<file path="src/design/sefr_pkg.sv">
// Shared types, codes and constants of the STX/ETX frame receiver.
package sefr_pkg;

   localparam int HEADER_BYTES = 5;
   // Start, id and the two length bytes are stored; the command byte closes the header.
   localparam int HDR_STORE = HEADER_BYTES - 1;
   localparam logic [15:0] MIN_FRAME_LENGTH = 16'(HEADER_BYTES + 1);

   localparam int REQ_TDATA_W = 8;
   localparam int REQ_TUSER_W = 1;
   localparam int RSP_TDATA_W = 48;
   localparam int RSP_TUSER_W = 4;
   localparam int CSR_ADDR_W  = 3;
   localparam int CSR_DATA_W  = 16;

   typedef enum logic [2:0] {
      ST_IDLE    = 3'd0,
      ST_RECV    = 3'd1,
      ST_OK      = 3'd2,
      ST_BADHDR  = 3'd3,
      ST_BADEND  = 3'd4,
      ST_TIMEOUT = 3'd5
   } status_type;

   typedef enum logic [CSR_ADDR_W-1:0] {
      REG_START_BYTE       = 3'd0,
      REG_DEVICE_ID        = 3'd1,
      REG_END_BYTE         = 3'd2,
      REG_TIMEOUT_TICKS    = 3'd3,
      REG_MAX_FRAME_LENGTH = 3'd4
   } reg_index_type;

   typedef enum logic {
      PH_HEADER = 1'b0,
      PH_DATA   = 1'b1
   } phase_type;

   typedef enum logic {
      OP_BYTE = 1'b0,
      OP_TICK = 1'b1
   } op_type;

   typedef struct packed {
      logic [7:0]  start_byte;
      logic [7:0]  device_id;
      logic [7:0]  end_byte;
      logic [15:0] timeout_ticks;
      logic [15:0] max_frame_length;
   } cfg_type;

   typedef struct packed {
      op_type     operation;
      logic [7:0] rx_byte;
   } item_type;

   typedef struct packed {
      status_type  status;
      logic [7:0]  byte_value;
      logic [15:0] byte_position;
      logic        byte_valid;
      logic [15:0] frame_length;
      logic [7:0]  command;
   } result_type;

   // Handshake state passed from the result register back to the input register.
   typedef struct packed {
      logic out_free;
   } flow_type;

endpackage

</file>
<file path="src/design/sefr_csr.sv">
// Configuration registers of the frame receiver.
module sefr_csr (
   input  logic                              clock,
   input  logic                              reset,
   input  logic                              csr_we,
   input  logic [sefr_pkg::CSR_ADDR_W-1:0]   csr_addr,
   input  logic [sefr_pkg::CSR_DATA_W-1:0]   csr_wdata,
   output sefr_pkg::cfg_type                 cfg
);
   import sefr_pkg::*;

   cfg_type cfg_ff;
   cfg_type cfg_in;

   always_comb begin
      cfg_in = cfg_ff;
      if (csr_we) begin
         unique case (reg_index_type'(csr_addr))
            REG_START_BYTE:       cfg_in.start_byte       = csr_wdata[7:0];
            REG_DEVICE_ID:        cfg_in.device_id        = csr_wdata[7:0];
            REG_END_BYTE:         cfg_in.end_byte         = csr_wdata[7:0];
            REG_TIMEOUT_TICKS:    cfg_in.timeout_ticks    = csr_wdata[15:0];
            REG_MAX_FRAME_LENGTH: cfg_in.max_frame_length = csr_wdata[15:0];
            default:              cfg_in = cfg_ff;   // unmapped index: drop the write
         endcase
      end
   end

   always_ff @(posedge clock) begin
      if (reset) begin
         cfg_ff.start_byte       <= 8'd2;
         cfg_ff.device_id        <= 8'd0;
         cfg_ff.end_byte         <= 8'd3;
         cfg_ff.timeout_ticks    <= 16'd100;
         cfg_ff.max_frame_length <= 16'd256;
      end else begin
         cfg_ff <= cfg_in;
      end
   end

   assign cfg = cfg_ff;

endmodule

</file>
<file path="src/design/sefr_in_reg.sv">
// Input register: captures one request beat and hands it to the frame engine.
module sefr_in_reg (
   input  logic                               clock,
   input  logic                               reset,
   input  logic                               req_tvalid,
   output logic                               req_tready,
   input  logic [sefr_pkg::REQ_TDATA_W-1:0]   req_tdata,
   input  logic [sefr_pkg::REQ_TUSER_W-1:0]   req_tuser,
   input  sefr_pkg::flow_type                 flow,
   output sefr_pkg::item_type                 item,
   output logic                               fire
);
   import sefr_pkg::*;

   logic     valid_ff;
   logic     valid_in;
   item_type item_ff;
   logic     take;

   // Advance the held beat whenever the result register can take its result.
   assign fire       = valid_ff && flow.out_free;
   assign req_tready = !valid_ff || fire;
   assign take       = req_tvalid && req_tready;

   always_comb begin
      valid_in = valid_ff;
      if (take) begin
         valid_in = 1'b1;
      end else if (fire) begin
         valid_in = 1'b0;
      end
   end

   always_ff @(posedge clock) begin
      if (reset) begin
         valid_ff <= 1'b0;
      end else begin
         valid_ff <= valid_in;
      end
   end

   always_ff @(posedge clock) begin
      if (take) begin
         item_ff.operation <= op_type'(req_tuser[0]);
         item_ff.rx_byte   <= req_tdata[7:0];
      end
   end

   assign item = item_ff;

endmodule

</file>
<file path="src/design/sefr_engine.sv">
// Frame state and per-beat decision logic: header check, end check, timeout, overflow.
module sefr_engine (
   input  logic                 clock,
   input  logic                 reset,
   input  sefr_pkg::cfg_type    cfg,
   input  sefr_pkg::item_type   item,
   input  logic                 fire,
   output sefr_pkg::result_type result
);
   import sefr_pkg::*;

   phase_type   phase_ff,   phase_in;
   logic [15:0] count_ff,   count_in;
   logic [15:0] elapsed_ff, elapsed_in;
   logic        timer_ff,   timer_in;
   logic [15:0] length_ff,  length_in;
   logic [7:0]  command_ff, command_in;
   logic [7:0]  hdr_ff [HDR_STORE];
   logic [7:0]  hdr_in [HDR_STORE];

   logic [15:0] len_now;
   logic [7:0]  cmd_now;
   logic [15:0] elapsed_inc;
   logic [15:0] count_inc;
   logic [15:0] hdr_len;
   logic        hdr_ok;

   always_comb begin
      len_now     = (phase_ff == PH_DATA) ? length_ff  : 16'd0;
      cmd_now     = (phase_ff == PH_DATA) ? command_ff : 8'd0;
      elapsed_inc = (elapsed_ff == 16'hFFFF) ? elapsed_ff : 16'(elapsed_ff + 16'd1);
      count_inc   = 16'(count_ff + 16'd1);
      hdr_len     = {hdr_ff[2], hdr_ff[3]};
      hdr_ok      = (hdr_ff[0] == cfg.start_byte) && (hdr_ff[1] == cfg.device_id) &&
                    (hdr_len >= MIN_FRAME_LENGTH);
   end

   always_comb begin
      phase_in   = phase_ff;
      count_in   = count_ff;
      elapsed_in = elapsed_ff;
      timer_in   = timer_ff;
      length_in  = length_ff;
      command_in = command_ff;
      for (int i = 0; i < HDR_STORE; i++) begin
         hdr_in[i] = hdr_ff[i];
      end

      result.status        = ST_IDLE;
      result.byte_value    = 8'd0;
      result.byte_position = 16'd0;
      result.byte_valid    = 1'b0;
      result.frame_length  = 16'd0;
      result.command       = 8'd0;

      if (item.operation == OP_TICK) begin
         if (timer_ff) begin
            result.frame_length = len_now;
            result.command      = cmd_now;
            if (elapsed_inc >= cfg.timeout_ticks) begin
               // Timeout: drop the frame and re-arm.
               result.status = ST_TIMEOUT;
               phase_in      = PH_HEADER;
               count_in      = 16'd0;
               timer_in      = 1'b0;
               elapsed_in    = 16'd0;
            end else begin
               result.status = ST_RECV;
               elapsed_in    = elapsed_inc;
            end
         end
      end else if (count_ff >= cfg.max_frame_length) begin
         // Frame full: drop the byte, wait for the timeout.
         result.status       = timer_ff ? ST_RECV : ST_IDLE;
         result.frame_length = len_now;
         result.command      = cmd_now;
      end else begin
         count_in             = count_inc;
         result.byte_value    = item.rx_byte;
         result.byte_position = count_ff;
         result.byte_valid    = 1'b1;
         if (!timer_ff) begin
            timer_in   = 1'b1;
            elapsed_in = 16'd0;
         end
         if (phase_ff == PH_HEADER) begin
            if (count_ff < 16'(HDR_STORE)) begin
               hdr_in[count_ff[1:0]] = item.rx_byte;
               result.status         = ST_RECV;
            end else if (hdr_ok) begin
               result.status       = ST_RECV;
               result.frame_length = hdr_len;
               result.command      = item.rx_byte;
               phase_in            = PH_DATA;
               length_in           = hdr_len;
               command_in          = item.rx_byte;
            end else begin
               result.status = ST_BADHDR;
               phase_in      = PH_HEADER;
               count_in      = 16'd0;
               timer_in      = 1'b0;
               elapsed_in    = 16'd0;
            end
         end else begin
            result.frame_length = length_ff;
            result.command      = command_ff;
            if (count_inc == length_ff) begin
               // Last byte of the frame: check the end marker and re-arm.
               result.status = (item.rx_byte == cfg.end_byte) ? ST_OK : ST_BADEND;
               phase_in      = PH_HEADER;
               count_in      = 16'd0;
               timer_in      = 1'b0;
               elapsed_in    = 16'd0;
            end else begin
               result.status = ST_RECV;
            end
         end
      end
   end

   always_ff @(posedge clock) begin
      if (reset) begin
         phase_ff   <= PH_HEADER;
         count_ff   <= 16'd0;
         elapsed_ff <= 16'd0;
         timer_ff   <= 1'b0;
      end else if (fire) begin
         phase_ff   <= phase_in;
         count_ff   <= count_in;
         elapsed_ff <= elapsed_in;
         timer_ff   <= timer_in;
      end
   end

   // Header bytes, length and command are always written before they are read.
   always_ff @(posedge clock) begin
      if (fire) begin
         length_ff  <= length_in;
         command_ff <= command_in;
         for (int i = 0; i < HDR_STORE; i++) begin
            hdr_ff[i] <= hdr_in[i];
         end
      end
   end

endmodule

</file>
<file path="src/design/sefr_out_reg.sv">
// Result register: holds one response beat until the consumer takes it.
module sefr_out_reg (
   input  logic                               clock,
   input  logic                               reset,
   input  logic                               fire,
   input  sefr_pkg::result_type               result,
   output sefr_pkg::flow_type                 flow,
   output logic                               rsp_tvalid,
   input  logic                               rsp_tready,
   output logic [sefr_pkg::RSP_TDATA_W-1:0]   rsp_tdata,
   output logic [sefr_pkg::RSP_TUSER_W-1:0]   rsp_tuser
);
   import sefr_pkg::*;

   logic       valid_ff;
   logic       valid_in;
   result_type result_ff;

   assign flow.out_free = !valid_ff || rsp_tready;

   always_comb begin
      valid_in = valid_ff;
      if (fire) begin
         valid_in = 1'b1;
      end else if (rsp_tready) begin
         valid_in = 1'b0;
      end
   end

   always_ff @(posedge clock) begin
      if (reset) begin
         valid_ff <= 1'b0;
      end else begin
         valid_ff <= valid_in;
      end
   end

   always_ff @(posedge clock) begin
      if (fire) begin
         result_ff <= result;
      end
   end

   assign rsp_tvalid = valid_ff;
   assign rsp_tdata  = {result_ff.command, result_ff.frame_length,
                        result_ff.byte_position, result_ff.byte_value};
   assign rsp_tuser  = {result_ff.byte_valid, result_ff.status};

endmodule

</file>
<file path="src/design/stx_etx_frame_receiver.sv">
// Top level of the STX/ETX length-framed UART frame receiver.
//
//   channel | dir | beat contents (lowest bit first)
//   --------+-----+---------------------------------------------------------------
//   req_    | in  | tuser: operation(1); tdata: rx_byte(8)
//   rsp_    | out | tuser: status(3), byte_valid(1);
//           |     | tdata: byte_value(8), byte_position(16), frame_length(16), command(8)
//   csr_    | in  | write enable, register index(3), write data(16)
//
// Every request beat yields exactly one response beat, via the input register and then
// the result register. One beat is taken per cycle unless rsp_ stalls; they form a
// two-stage pipe, with the frame decision done in one pass between them.
// A stall on rsp_ holds the result register and then the input register; req_tready
// drops only when both are full.
// Reset (synchronous, active high) empties both registers, loads the register defaults
// and re-arms the receiver to wait for a start byte with the timer stopped.
module stx_etx_frame_receiver (
   input  logic                               clock,
   input  logic                               reset,
   // request: tuser = operation; tdata = rx_byte
   input  logic                               req_tvalid,
   output logic                               req_tready,
   input  logic [sefr_pkg::REQ_TDATA_W-1:0]   req_tdata,
   input  logic [sefr_pkg::REQ_TUSER_W-1:0]   req_tuser,
   // response: tdata = byte_value, byte_position, frame_length, command
   output logic                               rsp_tvalid,
   input  logic                               rsp_tready,
   output logic [sefr_pkg::RSP_TDATA_W-1:0]   rsp_tdata,
   // response: tuser = status, byte_valid
   output logic [sefr_pkg::RSP_TUSER_W-1:0]   rsp_tuser,
   // configuration write port
   input  logic                               csr_we,
   input  logic [sefr_pkg::CSR_ADDR_W-1:0]    csr_addr,
   input  logic [sefr_pkg::CSR_DATA_W-1:0]    csr_wdata
);
   import sefr_pkg::*;

   cfg_type    cfg;
   item_type   item;
   result_type result;
   flow_type   flow;
   logic       fire;

   // Hold the programmable frame markers, timeout and size limit.
   sefr_csr u_csr (
      .clock     (clock),
      .reset     (reset),
      .csr_we    (csr_we),
      .csr_addr  (csr_addr),
      .csr_wdata (csr_wdata),
      .cfg       (cfg)
   );

   // Capture the incoming beat; advance it when the result register has room.
   sefr_in_reg u_in_reg (
      .clock      (clock),
      .reset      (reset),
      .req_tvalid (req_tvalid),
      .req_tready (req_tready),
      .req_tdata  (req_tdata),
      .req_tuser  (req_tuser),
      .flow       (flow),
      .item       (item),
      .fire       (fire)
   );

   // Decide the beat's outcome and update the frame state on advance.
   sefr_engine u_engine (
      .clock  (clock),
      .reset  (reset),
      .cfg    (cfg),
      .item   (item),
      .fire   (fire),
      .result (result)
   );

   // Hold the response until the consumer takes it.
   sefr_out_reg u_out_reg (
      .clock      (clock),
      .reset      (reset),
      .fire       (fire),
      .result     (result),
      .flow       (flow),
      .rsp_tvalid (rsp_tvalid),
      .rsp_tready (rsp_tready),
      .rsp_tdata  (rsp_tdata),
      .rsp_tuser  (rsp_tuser)
   );

endmodule

</file>
<file path="config.mk">
export PLATFORM = sky130hd
export DESIGN_NAME = stx_etx_frame_receiver
export DESIGN_NICKNAME = d
export VERILOG_FILES = /design/src/design/sefr_pkg.sv /design/src/design/sefr_csr.sv /design/src/design/sefr_in_reg.sv /design/src/design/sefr_engine.sv /design/src/design/sefr_out_reg.sv /design/src/design/stx_etx_frame_receiver.sv
export SDC_FILE = /design/constraint.sdc
export NUM_CORES = 1
export LEC_CHECK = 0
export ABC_AREA = 1
export BUFFER_PORTS_ARGS = -buffer_cell sky130_fd_sc_hd__buf_2
export CORE_ASPECT_RATIO = 1.75
export CORE_UTILIZATION = 60
export DETAILED_ROUTE_END_ITERATION = 8
export MAX_ROUTING_LAYER = met4
export PLACE_DENSITY = 0.84
export SYNTH_ARGS = -nofsm -noshare
export SYNTH_HDL_FRONTEND = slang
export SYNTH_HIERARCHICAL = 1
export SYNTH_SLANG_ARGS = --single-unit
</file>
<file path="constraint.sdc">
create_clock -name clock -period 5.6 [get_ports clock]
set_input_delay 1.12 -clock clock [delete_from_list [all_inputs] [get_ports clock]]
set_output_delay 1.12 -clock clock [all_outputs]
set_load 0.01 [all_outputs]
</file>
==> impl_metrics.ini <==
[timing]
maxSlewViolCount = 0
worst_pin_slew_ns = 0.977
setup_viol = 0
fmax_mhz = 236
skew_ns = 0.0208
rsz0062_at_grt = false
hold_violations = 0
slew_headroom_pct = 34.6
fin_crit_ns = 4.24
tns_ns = 0
period_share_pct = 75.7

[setup_path]
r2r_slack_ns = 1.36
rr_startpoint = u_engine/elapsed_ff[2]
critPathKind = flop to flop
crit_buf_inv = 3
crit_path_top_delay_cell = nand2_1
cp-start-kind = flop
r2r_end = u_engine/count_ff[2]
path_cells = inv_1, nor2_1, nand2_1, nor2_1, inv_1, nor2_2, nand3_1, nor2_1, a21oi_1, a31oi_1, ha_1, a21oi_1, o21ai_0, a21oi_1, nand4_1, nand2_1, nor2_1, inv_1, nand2_1, a21oi_1
crit_family = simple AND/OR/NAND/NOR gates
crit_fanout = 17
worst_r2r_path_depth = 20
cp_slowest_stage_delay_ns = 0.52
cp.required_ns = 6.03
critPathCaptureType = flop
cp_data_arrival_time_ns = 4.66

[floorplanning]
dieHeight_um = 177
fp.coreArea_sq_mm = 0.0170
die_area_sq_mm = 0.0180
initial_core_util_pct = 61.5
ios = 87
die_x_um = 102
num_rows = 63

[synthesis]
seq_area_frac_synth_pct = 51.2
syn_area_per_cell_sq_um = 8.32
yosys_warnings = 6
synth_top_cell_area_share_pct = 33.6
synth-async-reset-ratio_pct = 0
synth_edf_count = 117
yosysUniqueCellTypes = 37
yosys.area.top_type = edfxtp_1
yosys-top-cells-area = edfxtp_1 (34%), dfxtp_1 (18%), nand2_1 (8.2%)
synthFlopType = edfxtp_1
synth_fp_nets = 1328
syn_inst = 1258
ys_ff_latch = 209
synth_area_sq_mm = 0.0105

[routing]
route.detailed.drc = 0
finalWirelength_mm = 25.6
postRouteAntennaNets = 0
firstDrtPassIters = 7
wl_per_cell_um = 16.3
via_per_inst = 5.62
vias = 8813
drt_iter0_drc = 610

[global_routing]
overflow = 0
grt_pass1_vias = 8255
track_usage_pct = 30.2
grt_antenna_before_repair = 0
grt_max_degree = 56
grt_pass1_wl_mm = 40.8

[pwr]
power_density_mw_per_mm2 = 286
irDropWorstVdd_uv = 221
p_leak_nw = 4.85

[placement]
post-dp-hpwl_mm = 18.5
place_area_sq_mm = 0.0110
io_buffer_count = 86
gp_congestion = 0.957

[cts]
cts_resized = 0
cts_made_buffers = 19
cts_setup_buffers = 0
clock_path_buffers = 3
numClockSinks = 209
cts_root_buf = clkbuf_16
cts_tree = yes
htreeDepth = 1
clk_pin_slew_ns = 0.07
postCtsHoldBufs = 0
clock_latency_ns = 0.50

[hold_path]
min_to = u_csr/cfg[18]
hold_depth = 2
hp-class = flop to flop
hp-start = u_csr/cfg[18]

[finish]
area_delta_synth_final_pct = 11.4
antenna_cells = 0
fillers = 1409
fin_area_sq_mm = 0.0117
final_common_cell = nand2_1
layout_common_cells = nand2_1 (230), nor2_1 (195), inv_1 (147)
layout-drive-gt1-share_pct = 11.7
fin_util_pct = 68.5
nets = 1399

[job]
drv_cap = 0

[status]
status = complete, no violations
## cell families (layout without fill, tap and decap cells)
kind of cell	Yosys count	in the layout	synth area share, %
buffers and inverters	198	282	7.78
multiplexers	1	1	0.0956
AND/OR/NAND/NOR	642	642	26.9
adder cells (fa/ha/maj)	37	37	4.42
AO/OA/AOI/OAI	139	139	6.80
flip-flops	209	209	51.2
XOR/XNOR	32	32	2.81
## cells in the mapped netlist (3+ instances only)
cell and count:
a21oi_1 74, buf_1 4, buf_2 12, buf_4 7, buf_6 4, clkbuf_1 15
dfxtp_1 92, edfxtp_1 117, ha_1 37, inv_1 148, inv_2 6, nand2_1 230
nand2_2 5, nand3_1 118, nand4_1 51, nor2_1 196, nor2_2 6, nor2_4 3
nor3_1 15, nor4_1 6, o211ai_1 3, o21ai_0 58, or2_2 4, xnor2_1 11
xor2_1 20
## sequential cells by signal, summed over array words and instances, names as in the netlist, 4 cells and up
register	cells
u_csr/cfg	56
u_engine/hdr_ff	32
u_engine/command_ff	8
u_engine/length_ff	16
u_out_reg/rsp_tdata	48
u_out_reg/rsp_tuser	4
u_engine/elapsed_ff	16
u_in_reg/item	9
u_engine/count_ff	16
## metal layers
metal / GRT usage, % / part of all wire [%] / vias up
met5: - / 0 / -
met1: 33.6 / 37 / 4023
met3: 2.92 / 5.3 / 104
li1: - / - / 4322
met2: 52.0 / 51 / 364
met4: 17.3 / 6.2 / 0
## through the flow
step	worst slack, ns	hold slack (ns)	power, mW	instances
6_report	1.36	0.471	3.34	1569
5_1_grt	0.927	0.485	3.45	1569
4_1_cts	1.50	0.469	3.36	1569
3_5_place_dp	1.56	0.451	2.01	1535
3_3_place_gp	1.73	0.436	2.00	1535
2_1_floorplan	0.896	0.427	1.92	1258
## worst min-delay path, delay by kind of cell (launching register included)
family           cells  cell delay, ns
DFF                  1            0.33
and+or+nand+nor      2            0.11
## where the power goes
part           switching [mW]  internal [mW]  leakage, nW  total (mW)
Sequential             0.0416           1.67         1.82        1.71
Clock                   0.566          0.792        0.333        1.36
Combinational           0.191         0.0849         2.69       0.276
Total                   0.799           2.54         4.85        3.34
## layout make-up
type	instances	area [sq um]	area share [%]
multi-input cells	851	4310	36.9
well taps	227	284	2.43
inverters	156	586	5.02
repair buffers	92	475	4.08
clock buffers	23	543	4.66
clock inverters	11	116	0.998
flip-flops and latches	209	5360	45.9
## worst max-delay path by stage
stage               cells after the start                endpoint                   start
global route                           20    u_engine/count_ff[0]  u_engine/elapsed_ff[2]
detailed placement                     22    u_engine/count_ff[1]  u_engine/elapsed_ff[2]
floorplan                               6  u_engine/command_ff[0]              rsp_tready
global placement                       22   u_engine/count_ff[14]  u_engine/elapsed_ff[2]
finish                                 20    u_engine/count_ff[2]  u_engine/elapsed_ff[2]
CTS                                    22    u_engine/count_ff[2]  u_engine/elapsed_ff[2]
No activity file was read; power rests on OpenSTA's default activity.
